--- src/prq_pkg.sv ---
package prq_pkg;

  localparam int unsigned QueueDepthDefault = 64;

  localparam int unsigned IdW    = 16;
  localparam int unsigned PrioW  = 7;
  localparam int unsigned ThrW   = 15;
  localparam int unsigned SeedW  = 32;
  localparam int unsigned CfgIdxW = 2;
  localparam int unsigned CfgDatW = 32;

  localparam logic [SeedW-1:0] LcgMul = 32'd1103515245;
  localparam logic [SeedW-1:0] LcgInc = 32'd12345;

  localparam logic [PrioW-1:0] IdlePrioRst = 7'd0;
  localparam logic [PrioW-1:0] RtPrioRst   = 7'd100;
  localparam logic [ThrW-1:0]  SkipThrRst  = 15'h1a00;
  localparam logic [SeedW-1:0] SeedRst     = 32'd1;

  typedef enum logic [1:0] {
    REQ_ENQ    = 2'd0,
    REQ_REMOVE = 2'd1,
    REQ_RESCHED = 2'd2,
    REQ_NONE   = 2'd3
  } req_e;

  typedef enum logic [1:0] {
    ST_OK       = 2'd0,
    ST_EMPTY    = 2'd1,
    ST_FULL     = 2'd2,
    ST_NOTFOUND = 2'd3
  } status_e;

  typedef enum logic [1:0] {
    CFG_IDLE_PRIO = 2'd0,
    CFG_RT_PRIO   = 2'd1,
    CFG_SKIP_THR  = 2'd2,
    CFG_SEED      = 2'd3
  } cfg_e;

  typedef enum logic [3:0] {
    S_IDLE,
    S_INS_SCAN,    // find insert position
    S_INS_SHIFT,   // move tail up one slot
    S_REM_SCAN,    // search id
    S_SEL_LD0,     // fetch head entry
    S_SEL_LD1,     // latch head, fetch its successor
    S_SEL_WALK,    // evaluate current entry
    S_SEL_MUL,     // multiply step of generator
    S_SEL_ADD,     // add step of generator and compare
    S_SEL_GROUP,   // skip priority group
    S_UNL_SHIFT,   // move tail down one slot
    S_DONE
  } state_e;

endpackage

--- src/priority_run_queue_with_random_skip.sv ---
// Priority run queue: entries (thread id, priority) kept sorted by falling
// priority, FIFO within a priority, in one RAM holding id and priority side
// by side. A request is taken when start_i is high and busy_o low; the block
// stays busy until done_o strobes for one cycle with status_o, picked_id_o
// and picked_priority_o. The receiver cannot stall, so the result must be
// captured in that cycle. An enqueue scans for its position and shifts the
// tail up (straight to done when full); a remove scans for the id and shifts
// the tail down. A reschedule loads the head, visits entries, takes a
// generator draw (multiply, then add) per skip decision, steps over each
// skipped group, unlinks the picked entry, then signals done; a requeue
// first adds the enqueue scan and shift plus a fetch of the head. busy_o
// falls after the done cycle, and the next request can then be taken.
module priority_run_queue_with_random_skip #(
  parameter int unsigned QueueDepth = prq_pkg::QueueDepthDefault
) (
  input  logic                        clk_i,
  input  logic                        rst_ni,
  input  logic                        start_i,
  output logic                        busy_o,
  input  logic [1:0]                  req_type_i,
  input  logic [prq_pkg::IdW-1:0]     thread_id_i,
  input  logic [prq_pkg::PrioW-1:0]   priority_req_i,
  input  logic                        requeue_old_i,
  input  logic                        cpu_disabled_i,
  input  logic                        cfg_we_i,
  input  logic [prq_pkg::CfgIdxW-1:0] cfg_idx_i,
  input  logic [prq_pkg::CfgDatW-1:0] cfg_data_i,
  output logic                        done_o,
  output logic [1:0]                  status_o,
  output logic [prq_pkg::IdW-1:0]     picked_id_o,
  output logic [prq_pkg::PrioW-1:0]   picked_priority_o
);

  localparam int unsigned AW   = $clog2(QueueDepth);
  localparam int unsigned LW   = $clog2(QueueDepth + 1);
  localparam int unsigned EW   = prq_pkg::IdW + prq_pkg::PrioW;
  localparam logic [LW-1:0] DepthL = LW'(QueueDepth);

  // configuration
  logic [prq_pkg::PrioW-1:0] idle_prio_q, rt_prio_q;
  logic [prq_pkg::ThrW-1:0]  skip_thr_q;
  logic [prq_pkg::SeedW-1:0] seed_q, lcg_q, lcg_d, prod_q, prod_d;

  prq_pkg::state_e state_q, state_d;
  logic [LW-1:0] len_q, len_d;
  logic [LW-1:0] pos_q, pos_d;     // walk / shift index
  logic [LW-1:0] slot_q, slot_d;   // insert position
  logic [LW-1:0] nxt;
  logic [prq_pkg::IdW-1:0]   id_q, id_d;
  logic [prq_pkg::PrioW-1:0] prio_q, prio_d;
  logic                      resched_q, resched_d, dis_q, dis_d;
  logic [prq_pkg::IdW-1:0]   cur_id_q, cur_id_d;     // entry pos_q
  logic [prq_pkg::PrioW-1:0] cur_prio_q, cur_prio_d;
  logic [prq_pkg::PrioW-1:0] grp_q, grp_d;           // group being skipped
  logic [prq_pkg::IdW-1:0]   pick_id_q, pick_id_d;
  logic [prq_pkg::PrioW-1:0] pick_prio_q, pick_prio_d;
  logic [1:0]                status_q, status_d;
  logic [prq_pkg::ThrW-1:0]  draw;

  // RAM
  logic          we;
  logic [AW-1:0] waddr, raddr;
  logic [EW-1:0] wdata, rdata;
  logic [LW-1:0] rd_idx;
  logic [prq_pkg::IdW-1:0]   r_id;
  logic [prq_pkg::PrioW-1:0] r_prio;

  assign r_id   = rdata[EW-1:prq_pkg::PrioW];
  assign r_prio = rdata[prq_pkg::PrioW-1:0];
  assign raddr  = rd_idx[AW-1:0];
  assign nxt    = pos_q + LW'(1);

  prq_ram #(.Width(EW), .Depth(QueueDepth)) u_ram (
    .clk_i   (clk_i),
    .we_i    (we),
    .waddr_i (waddr),
    .wdata_i (wdata),
    .raddr_i (raddr),
    .rdata_o (rdata)
  );

  assign busy_o            = (state_q != prq_pkg::S_IDLE);
  assign done_o            = (state_q == prq_pkg::S_DONE);
  assign status_o          = status_q;
  assign picked_id_o       = pick_id_q;
  assign picked_priority_o = pick_prio_q;

  // sequencer; by default the RAM reads the entry after pos_q
  always_comb begin
    state_d     = state_q;
    len_d       = len_q;
    pos_d       = pos_q;
    slot_d      = slot_q;
    id_d        = id_q;
    prio_d      = prio_q;
    resched_d   = resched_q;
    dis_d       = dis_q;
    cur_id_d    = cur_id_q;
    cur_prio_d  = cur_prio_q;
    grp_d       = grp_q;
    lcg_d       = lcg_q;
    prod_d      = prod_q;
    pick_id_d   = pick_id_q;
    pick_prio_d = pick_prio_q;
    status_d    = status_q;
    draw        = '0;
    rd_idx      = nxt;
    we          = 1'b0;
    waddr       = pos_q[AW-1:0];
    wdata       = {id_q, prio_q};
    case (state_q)
      prq_pkg::S_IDLE: begin
        rd_idx = '0;
        if (start_i) begin
          id_d        = thread_id_i;
          prio_d      = priority_req_i;
          dis_d       = cpu_disabled_i;
          resched_d   = (req_type_i == prq_pkg::REQ_RESCHED);
          pos_d       = '0;
          status_d    = prq_pkg::ST_OK;
          pick_id_d   = '0;
          pick_prio_d = '0;
          case (req_type_i)
            prq_pkg::REQ_ENQ: begin
              if (len_q == DepthL) begin
                status_d = prq_pkg::ST_FULL;
                state_d  = prq_pkg::S_DONE;
              end else begin
                state_d = prq_pkg::S_INS_SCAN;
              end
            end
            prq_pkg::REQ_REMOVE: state_d = prq_pkg::S_REM_SCAN;
            prq_pkg::REQ_RESCHED: begin
              if (requeue_old_i && len_q == DepthL) begin
                status_d = prq_pkg::ST_FULL;
                state_d  = prq_pkg::S_DONE;
              end else if (requeue_old_i) begin
                state_d = prq_pkg::S_INS_SCAN;
              end else if (len_q == '0) begin
                status_d = prq_pkg::ST_EMPTY;
                state_d  = prq_pkg::S_DONE;
              end else begin
                state_d = prq_pkg::S_SEL_LD1;
              end
            end
            default: state_d = prq_pkg::S_DONE;
          endcase
        end
      end
      // rdata is entry pos_q; stop at the first lower priority
      prq_pkg::S_INS_SCAN: begin
        if (pos_q < len_q && r_prio >= prio_q) begin
          pos_d = nxt;
        end else begin
          slot_d  = pos_q;
          pos_d   = len_q;
          rd_idx  = len_q - LW'(1);
          state_d = prq_pkg::S_INS_SHIFT;
        end
      end
      // rdata is entry pos_q-1; copy up until the slot is reached
      prq_pkg::S_INS_SHIFT: begin
        we = 1'b1;
        if (pos_q > slot_q) begin
          wdata  = rdata;
          rd_idx = pos_q - LW'(2);
          pos_d  = pos_q - LW'(1);
        end else begin
          len_d   = len_q + LW'(1);
          state_d = resched_q ? prq_pkg::S_SEL_LD0 : prq_pkg::S_DONE;
        end
      end
      // rdata is entry pos_q
      prq_pkg::S_REM_SCAN: begin
        if (pos_q >= len_q) begin
          status_d = prq_pkg::ST_NOTFOUND;
          state_d  = prq_pkg::S_DONE;
        end else if (r_id == id_q) begin
          state_d = prq_pkg::S_UNL_SHIFT;
        end else begin
          pos_d = nxt;
        end
      end
      prq_pkg::S_SEL_LD0: begin
        rd_idx  = '0;
        state_d = prq_pkg::S_SEL_LD1;
      end
      prq_pkg::S_SEL_LD1: begin
        cur_id_d   = r_id;
        cur_prio_d = r_prio;
        pos_d      = '0;
        rd_idx     = LW'(1);
        state_d    = prq_pkg::S_SEL_WALK;
      end
      // cur is entry pos_q, rdata its successor
      prq_pkg::S_SEL_WALK: begin
        if (cur_prio_q <= idle_prio_q) begin
          pick_id_d   = cur_id_q;
          pick_prio_d = cur_prio_q;
          state_d     = prq_pkg::S_UNL_SHIFT;
        end else if (dis_q) begin
          if (nxt < len_q) begin
            cur_id_d   = r_id;
            cur_prio_d = r_prio;
            pos_d      = nxt;
            rd_idx     = pos_q + LW'(2);
          end else begin
            status_d = prq_pkg::ST_EMPTY;
            state_d  = prq_pkg::S_DONE;
          end
        end else if (cur_prio_q >= rt_prio_q || nxt >= len_q || r_prio == idle_prio_q) begin
          pick_id_d   = cur_id_q;
          pick_prio_d = cur_prio_q;
          state_d     = prq_pkg::S_UNL_SHIFT;
        end else begin
          state_d = prq_pkg::S_SEL_MUL;
        end
      end
      prq_pkg::S_SEL_MUL: begin
        prod_d  = ((lcg_q == '0) ? seed_q : lcg_q) * prq_pkg::LcgMul;
        state_d = prq_pkg::S_SEL_ADD;
      end
      prq_pkg::S_SEL_ADD: begin
        lcg_d = prod_q + prq_pkg::LcgInc;
        draw  = lcg_d[30:16];
        if (draw > skip_thr_q) begin
          pick_id_d   = cur_id_q;
          pick_prio_d = cur_prio_q;
          state_d     = prq_pkg::S_UNL_SHIFT;
        end else begin
          grp_d   = cur_prio_q;
          state_d = prq_pkg::S_SEL_GROUP;
        end
      end
      // advance to the first entry of the next lower priority, or the last
      prq_pkg::S_SEL_GROUP: begin
        if (nxt < len_q && cur_prio_q == grp_q) begin
          cur_id_d   = r_id;
          cur_prio_d = r_prio;
          pos_d      = nxt;
          rd_idx     = pos_q + LW'(2);
        end else begin
          state_d = prq_pkg::S_SEL_WALK;
        end
      end
      // rdata is entry pos_q+1; copy down to close the gap
      prq_pkg::S_UNL_SHIFT: begin
        if (nxt < len_q) begin
          we     = 1'b1;
          wdata  = rdata;
          rd_idx = pos_q + LW'(2);
          pos_d  = nxt;
        end else begin
          len_d   = len_q - LW'(1);
          state_d = prq_pkg::S_DONE;
        end
      end
      prq_pkg::S_DONE: state_d = prq_pkg::S_IDLE;
      default: state_d = prq_pkg::S_IDLE;
    endcase
  end

  // state and configuration registers
  always_ff @(posedge clk_i or negedge rst_ni) begin
    if (!rst_ni) begin
      state_q     <= prq_pkg::S_IDLE;
      len_q       <= '0;
      pos_q       <= '0;
      slot_q      <= '0;
      id_q        <= '0;
      prio_q      <= '0;
      resched_q   <= 1'b0;
      dis_q       <= 1'b0;
      cur_id_q    <= '0;
      cur_prio_q  <= '0;
      grp_q       <= '0;
      prod_q      <= '0;
      pick_id_q   <= '0;
      pick_prio_q <= '0;
      status_q    <= prq_pkg::ST_OK;
      idle_prio_q <= prq_pkg::IdlePrioRst;
      rt_prio_q   <= prq_pkg::RtPrioRst;
      skip_thr_q  <= prq_pkg::SkipThrRst;
      seed_q      <= prq_pkg::SeedRst;
      lcg_q       <= prq_pkg::SeedRst;
    end else begin
      state_q     <= state_d;
      len_q       <= len_d;
      pos_q       <= pos_d;
      slot_q      <= slot_d;
      id_q        <= id_d;
      prio_q      <= prio_d;
      resched_q   <= resched_d;
      dis_q       <= dis_d;
      cur_id_q    <= cur_id_d;
      cur_prio_q  <= cur_prio_d;
      grp_q       <= grp_d;
      prod_q      <= prod_d;
      pick_id_q   <= pick_id_d;
      pick_prio_q <= pick_prio_d;
      status_q    <= status_d;
      if (cfg_we_i) begin
        case (cfg_idx_i)
          prq_pkg::CFG_IDLE_PRIO: idle_prio_q <= cfg_data_i[prq_pkg::PrioW-1:0];
          prq_pkg::CFG_RT_PRIO:   rt_prio_q   <= cfg_data_i[prq_pkg::PrioW-1:0];
          prq_pkg::CFG_SKIP_THR:  skip_thr_q  <= cfg_data_i[prq_pkg::ThrW-1:0];
          prq_pkg::CFG_SEED:      seed_q      <= cfg_data_i;
          default: ;
        endcase
      end
      // a seed write also restarts the generator
      if (cfg_we_i && cfg_idx_i == prq_pkg::CFG_SEED) begin
        lcg_q <= cfg_data_i;
      end else begin
        lcg_q <= lcg_d;
      end
    end
  end

`ifndef SYNTHESIS
  a_done_busy: assert property (@(posedge clk_i) disable iff (!rst_ni) done_o |-> busy_o);
  a_done_pulse: assert property (@(posedge clk_i) disable iff (!rst_ni) done_o |=> !done_o);
  a_accept_busy: assert property (@(posedge clk_i) disable iff (!rst_ni)
    (start_i && !busy_o) |=> busy_o);
  a_len_bound: assert property (@(posedge clk_i) disable iff (!rst_ni) len_q <= DepthL);
  a_fail_no_pick: assert property (@(posedge clk_i) disable iff (!rst_ni)
    (done_o && status_o != prq_pkg::ST_OK) |-> (picked_id_o == '0));
`endif

endmodule

--- src/prq_ram.sv ---
module prq_ram #(
  parameter int unsigned Width = 8,
  parameter int unsigned Depth = 64
) (
  input  logic                     clk_i,
  input  logic                     we_i,
  input  logic [$clog2(Depth)-1:0] waddr_i,
  input  logic [Width-1:0]         wdata_i,
  input  logic [$clog2(Depth)-1:0] raddr_i,
  output logic [Width-1:0]         rdata_o
);

  logic [Width-1:0] mem_q [Depth];

  always_ff @(posedge clk_i) begin
    if (we_i) begin
      mem_q[waddr_i] <= wdata_i;
    end
    rdata_o <= mem_q[raddr_i];
  end

endmodule

--- config.mk ---
export PLATFORM = sky130hd
export DESIGN_NAME = priority_run_queue_with_random_skip
export DESIGN_NICKNAME = d
export VERILOG_FILES = /design/src/prq_pkg.sv /design/src/priority_run_queue_with_random_skip.sv /design/src/prq_ram.sv
export SDC_FILE = /design/constraint.sdc
export NUM_CORES = 2
export LEC_CHECK = 0
export ABC_CLOCK_PERIOD_IN_PS = 7600
export BUFFER_PORTS_ARGS = -buffer_cell sky130_fd_sc_hd__buf_2
export CELL_PAD_IN_SITES_DETAIL_PLACEMENT = 2
export CELL_PAD_IN_SITES_GLOBAL_PLACEMENT = 2
export CORE_ASPECT_RATIO = 0.75
export CORE_MARGIN = 2
export CORE_UTILIZATION = 35
export DETAILED_ROUTE_END_ITERATION = 7
export GPL_TIMING_DRIVEN = 0
export PLACE_DENSITY = 0.7
export SLEW_MARGIN = 0
export SYNTH_ARGS = -nofsm -noshare
export SYNTH_HDL_FRONTEND = slang
export SYNTH_SLANG_ARGS = --single-unit
--- constraint.sdc ---
create_clock -name clk_i -period 7.6 [get_ports clk_i]
set_clock_uncertainty 0.2 [all_clocks]
set_input_delay 0.38 -clock clk_i [delete_from_list [all_inputs] [get_ports clk_i]]
set_output_delay 0.38 -clock clk_i [all_outputs]
set_load 0.005 [all_outputs]
---- Word-level counts from Yosys, hierarchy flattened ----
Memory sizes are Yosys's and may differ from the RTL's. A register that Yosys moved wholly into a read port is not among the register bits.
Cells that the tools add are included.
storage, ports and cells
  register bits ........................... 230
  bits in writable memories ............... 1472
  input bits .............................. 65
  output and inout bits ................... 27
  word-level logic and storage cells ...... 190
  memories ................................ 1
cells by class
  add/sub/neg operators ................... 7
  multiply operators ...................... 1
  $lt $le $gt $ge ......................... 9
  equality and inequality tests ........... 38
  mux-type cells .......................... 80
  bitwise gates (word level) .............. 2
  reductions and logical operators ........ 32
memories
  name         words  bits a word  rd ports  clocked after Yosys merged registers in  write ports  line           RTL
  u_ram.mem_q  64     23           1         1                                        1            prq_ram.sv:13  logic [Width-1:0] mem_q [Depth];
operators with widths
  kind                                                                   number
  16-bit 2-to-1 mux                                                      9
  7-bit 2-to-1 mux                                                       19
  32-bit 2-to-1 mux                                                      3
  16-bit case mux with 3 select lines                                    2
  4-bit 2-to-1 mux                                                       15
  7-bit case mux with 8 select lines                                     1
  23-bit 2-to-1 mux                                                      2
  23-bit case mux with 2 select lines                                    1
  4-bit case mux with 11 select lines                                    1
  6-bit case mux with 7 select lines                                     1
  7-bit case mux with 3 select lines                                     2
  6-bit 2-to-1 mux                                                       6
  32-bit by 14-bit adder with 32-bit output, second input constant       1
  32-bit logical NOT                                                     1
  32-bit by 31-bit multiplier with 32-bit output, second input constant  1
  2-bit inequality test, second input constant                           15
  7-bit >= comparator                                                    4
  16-bit == test                                                         1
  4-bit by 3-bit == test with 1-bit output, second input constant        4
  4-bit == test, second input constant                                   4
  2-bit 2-to-1 mux                                                       8
  15-bit greater-than comparator                                         1
  5-bit AND reduction                                                    3
  7-bit by 1-bit adder with 7-bit output, second input constant          2
  other kinds (34)                                                       62

---- Logic depth before layout (Yosys ltp) ----
  depth in word-level cells ............... 8
  depth in mapped cells ................... 33
  gate-level depth less buffers ........... 31

---- Hierarchy ----
From an unflattened synthesis, not the netlist that was laid out.
second synthesis, totals
  cells, all modules ...................... 4742
  area total of the unflattened synthesis .. 77839.7 um^2
modules (own cells, without submodules)
  module                               instances  cells each  area each (um^2)  seq. area each (um^2)
  prq_ram                              1          2458        56581.8           44662.8
  priority_run_queue_with_random_skip  1          2284        21257.9           5765.5

---- Least setup slack after synthesis ----
Ideal clock, no wire load.
  path type ............................... register -> register
  start point ............................. register lcg_q[7] (netlist name)
  end point ............................... register prod_q[30] (netlist name)
  library setup time ...................... 0.133 ns
  data arrival time ....................... 7.820 ns
  required time ........................... 7.267 ns
  path slack .............................. -0.553 ns
  stages on the path, launching flop included .. 32
  path buffers ............................ 3
  clock period less this slack ............ 8.153 ns
  cell sequence ........................... dfrtp_1 nor4_1 nand4_1 nor2_1 clkbuf_1 buf_1 clkbuf_1 a21o_1 ha_1 xor2_1 ha_1 nor2_1 fa_1 fa_1 inv_1 fa_1 fa_1 fa_1 inv_1 fa_1 inv_1 ha_1 a21o_1 a21oi_1 nor2b_1 a311oi_1 o21ai_0 a21oi_1 o21bai_1 o211a_1 xnor2_1 o21ai_0
on the way
  cells in the longest elaborated chain, start to end .. 3
ends and longest elaborated chain
  element                                           line                                        RTL
  from (decl)                                       priority_run_queue_with_random_skip.sv:42   logic [prq_pkg::SeedW-1:0] seed_q, lcg_q, lcg_d, prod_q, prod_d;
  from (signal assigned)                            priority_run_queue_with_random_skip.sv:285  lcg_q <= prq_pkg::SeedRst;
  from (signal assigned)                            priority_run_queue_with_random_skip.sv:313  lcg_q <= cfg_data_i;
  from (signal assigned)                            priority_run_queue_with_random_skip.sv:315  lcg_q <= lcg_d;
  32-bit logical NOT                                priority_run_queue_with_random_skip.sv:220  prod_d = ((lcg_q == '0) ? seed_q : lcg_q) * prq_pkg::LcgMul;
  32-bit 2-to-1 mux *                               priority_run_queue_with_random_skip.sv:220
  32-bit by 31-bit multiplier with 32-bit output *  priority_run_queue_with_random_skip.sv:220
  to (signal assigned)                              priority_run_queue_with_random_skip.sv:298  prod_q <= prod_d;
  to (decl)                                         priority_run_queue_with_random_skip.sv:42
Mark *: on every way between the ends. The rest lies on a longest branch, timed or not.
A chain may end at the register's enable or synchronous reset.

---- Worst setup path after layout ----
Ends and elaborated chain as after synthesis.

==> impl_metrics.csv <==
group,metric,value,unit
run_status,status,"finished with violations",
run_status,violations,"setup timing",
place,place_congestion,0.863,
global_route,grt_usage,26.9,%
die,die_w,554,µm
clocking,numCtsBuffers,182,
sta,rsz0062_at_grt,"yes",
run,drv_cap,0,
finish,drive_gt1_share,15.3,%
global_route,grt_max_degree,112,
die,die_y,417,µm
critical_path,start_kind,"flip-flop",
critical_path,crit_path_max_incr_delay,0.56,ns
synthesis,yosys_warnings,0,
synthesis,syn_inst,6283,
sta,fin_crit,8.14,ns
routing,via_per_inst,5.82,
finish,area_delta_synth_final,18.3,%
sta,slew_headroom,16.1,%
synthesis,synthDistinctLibCells,77,
die,io_pins,92,
critical_path,worstPathMaxFanout,4,
global_route,antenna_found_initial,18,
critical_path,criticalPathCategory,"flip-flop to flip-flop",
die,initial_core_util,35.2,%
routing,drt_pre_antenna_iters,6,
synthesis,ys.flop_type,"edfxtp_1",
clocking,clk_pin_slew,0.06,ns
routing,drc,0,
hold_path,holdCritPathClass,"primary input to asynchronous set/reset pin",
place,port_buffers,91,
synthesis,async_reset_ff_share,13.3,%
die,rows,151,
synthesis,synth-edff-count,1472,
finish,final_nets,7276,
synthesis,syn_area,79500,µm²
die,coreArea,226000,µm²
clocking,clock_latency,0.87,ns
place,dp.cells,9436,
finish,finish.utilization,41.7,%
routing,wl_per_cell,32.2,µm
sta,finalCritPeriodShare,107,%
place,hpwl,224000,µm
critical_path,slowest_stage,"fa_1",
global_route,grt_pass1_wl,454000,µm
synthesis,ys_ff_latch,1725,
sta,final_hold_viol_count,0,
synthesis,synth_nets,6768,
synthesis,postSynthAreaPerCell,12.7,µm²
clocking,cts_tree,"done",
sta,max_freq,123,MHz
routing,drt-total-wl,320000,µm
critical_path,cp-end-kind,"flip-flop",
global_route,grt_pass1_vias,61800,
clocking,numClockSinks,1725,
sta,tightest_slew,1.25,ns
clocking,htreeDepth,4,
sta,drv_slew,0,
clocking,root_buffer,"clkbuf_16",
die,dieArea,231000,µm²
synthesis,yosysSeqAreaShare,63.4,%
critical_path,cp.arrival,8.61,ns
finish,instances_no_fill,9911,
sta,whs,0.0336,ns
clocking,cts.path.max_buffers,4,
sta,setup_viol,11,
sta,fin_ws,-0.541,ns
routing,ant_nets,0,
routing,via_count,57600,
global_route,grt_overflow_total,0,
routing,drt_iter0_markers,6249,
critical_path,required,8.07,ns
## metrics by stage
step           setup TNS (ns)  worst slack, ns  instance area (µm²)
4_1_cts                 -2.07           -0.353                93400
5_1_grt                 -6.70           -0.752                94100
3_5_place_dp           -33.31            -2.19                85900
2_1_floorplan               0           0.0193                79500
3_3_place_gp         -7943.07            -7.10                83700
6_report                -4.33           -0.541                94100
## layout make-up
cell class / instances / area, µm²
sequential: 1725 / 50400
antenna: 3 / 7.51
inverter: 371 / 1410
clock inverter: 77 / 576
timing repair buffer: 325 / 3430
multi-input combinational: 3808 / 27800
fill: 22500 / 132000
clock buffer: 241 / 4940
tap: 2983 / 3730
buffer: 378 / 1720
## flip-flops by register name, summed over array words and instances, names as in the netlist, 15 cells and up
signal,count
cur_id_q,16
id_q,16
lcg_q,32
picked_id_o,16
prod_q,32
seed_q,32
skip_thr_q,15
u_ram.mem_q,1472
u_ram.rdata_o,23
## worst max-delay path: cells and delay by family, from the launching register on
kind	cells	cell delay (ns)
adder cells (fa/ha/maj)	9	3.81
AO/OA/AOI/OAI	9	1.43
AND/OR/NAND/NOR	4	1.05
buffers and inverters	9	0.87
flip-flops	1	0.45
XOR/XNOR	1	0.15
## layout by cell type, fill, tap and decap left out, types with 86 or more instances in the layout
cell type / instances
buf_4: 89
a22oi_1: 233
a21oi_1: 186
edfxtp_1: 1472
a32oi_1: 270
fa_1: 163
inv_1: 347
nand2_1: 1412
clkbuf_16: 187
o22ai_1: 134
o21ai_0: 109
clkbuf_1: 246
ha_1: 208
nand3_1: 90
dfrtp_1: 219
buf_2: 199
xnor2_1: 86
## synthesized netlist by cell type (14+ instances only)
cell type  instances  share of area [%]
dfxtp_1           23               0.58
nor4_2            24               0.38
a21o_1            36               0.34
o22ai_1          140                1.1
mux2_2            81                1.1
edfxtp_1        1472                 56
nor4_1            15               0.12
nand3_1           92               0.58
a211o_1           22               0.24
a22oi_1          233                2.2
or3_1             20               0.16
fa_1             178                4.5
xnor2_1           92                1.0
nor2b_1           15               0.12
a32o_1            70               0.88
mux2i_1           39               0.49
a21boi_0          23               0.22
or4_1             22               0.21
a21oi_1          213                1.3
nand4_1           19               0.15
nand2_1         1413                6.7
clkbuf_1         234                1.1
a32oi_1          271                3.0
xor2_1            53               0.58
nor3_1            17               0.11
and3_1            21               0.17
a22o_1            30               0.33
buf_2            113               0.71
inv_1            370                1.7
ha_1             242                3.8
nor2_1           131               0.62
buf_1             20              0.094
o21ai_0          145               0.91
dfrtp_1          222                7.0
a31oi_1           14               0.11
## per-layer routing
metal	GRT usage, %	wire [µm]	up-vias
li1	-	-	24100
met1	37.7	138000	30800
met2	42.7	147000	2215
met3	4.88	23800	544
met4	7.73	10500	16
met5	0	117	-
## final timing paths
kind | slack [ns] | cells after the start | endpoint | from
worst max-delay path | -0.54 | 32 | prod_q[30]$_DFFE_PN0P_ | lcg_q[7]$_DFFE_PN0P_
worst min-delay path | 0.03 | 3 | prod_q[29]$_DFFE_PN0P_ | rst_ni
worst max register to register | -0.54 | 32 | prod_q[30]$_DFFE_PN0P_ | lcg_q[7]$_DFFE_PN0P_
worst min register to register | 0.28 | 2 | status_o[1]$_DFFE_PN0P_ | status_o[1]$_DFFE_PN0P_
max in group asynchronous | 5.95 | 3 | seed_q[26]$_DFFE_PN0P_ | rst_ni
min in group clk_i | 0.05 | 3 | skip_thr_q[4]$_DFFE_PN0P_ | cfg_idx_i[0]
## cells by family after synthesis
logic type	count (synthesis)	synth area share (%)
buffers and inverters	750	3.77
xor gates and xnor gates	145	1.60
and+or+nand+nor	1851	9.82
adders and majority gates	420	8.29
DFF	1725	63.4
muxes	120	1.64
AOI/OAI and AO/OA	1272	11.5
## what timing repair did
action | 4_1_cts | 5_1_grt
setup endpoints to repair | 43 | 57
hold buffers | 70 | 0
setup buffers | 52 | 35
hold endpoints to repair | 240 | 0
pin swaps | 54 | 50
cloned | 1 | 0
gates resized for setup | 199 | 110
Power is left out: the tool's default activity adds up to more than one toggle a clock period on the data nets, which glitch-free logic cannot reach.
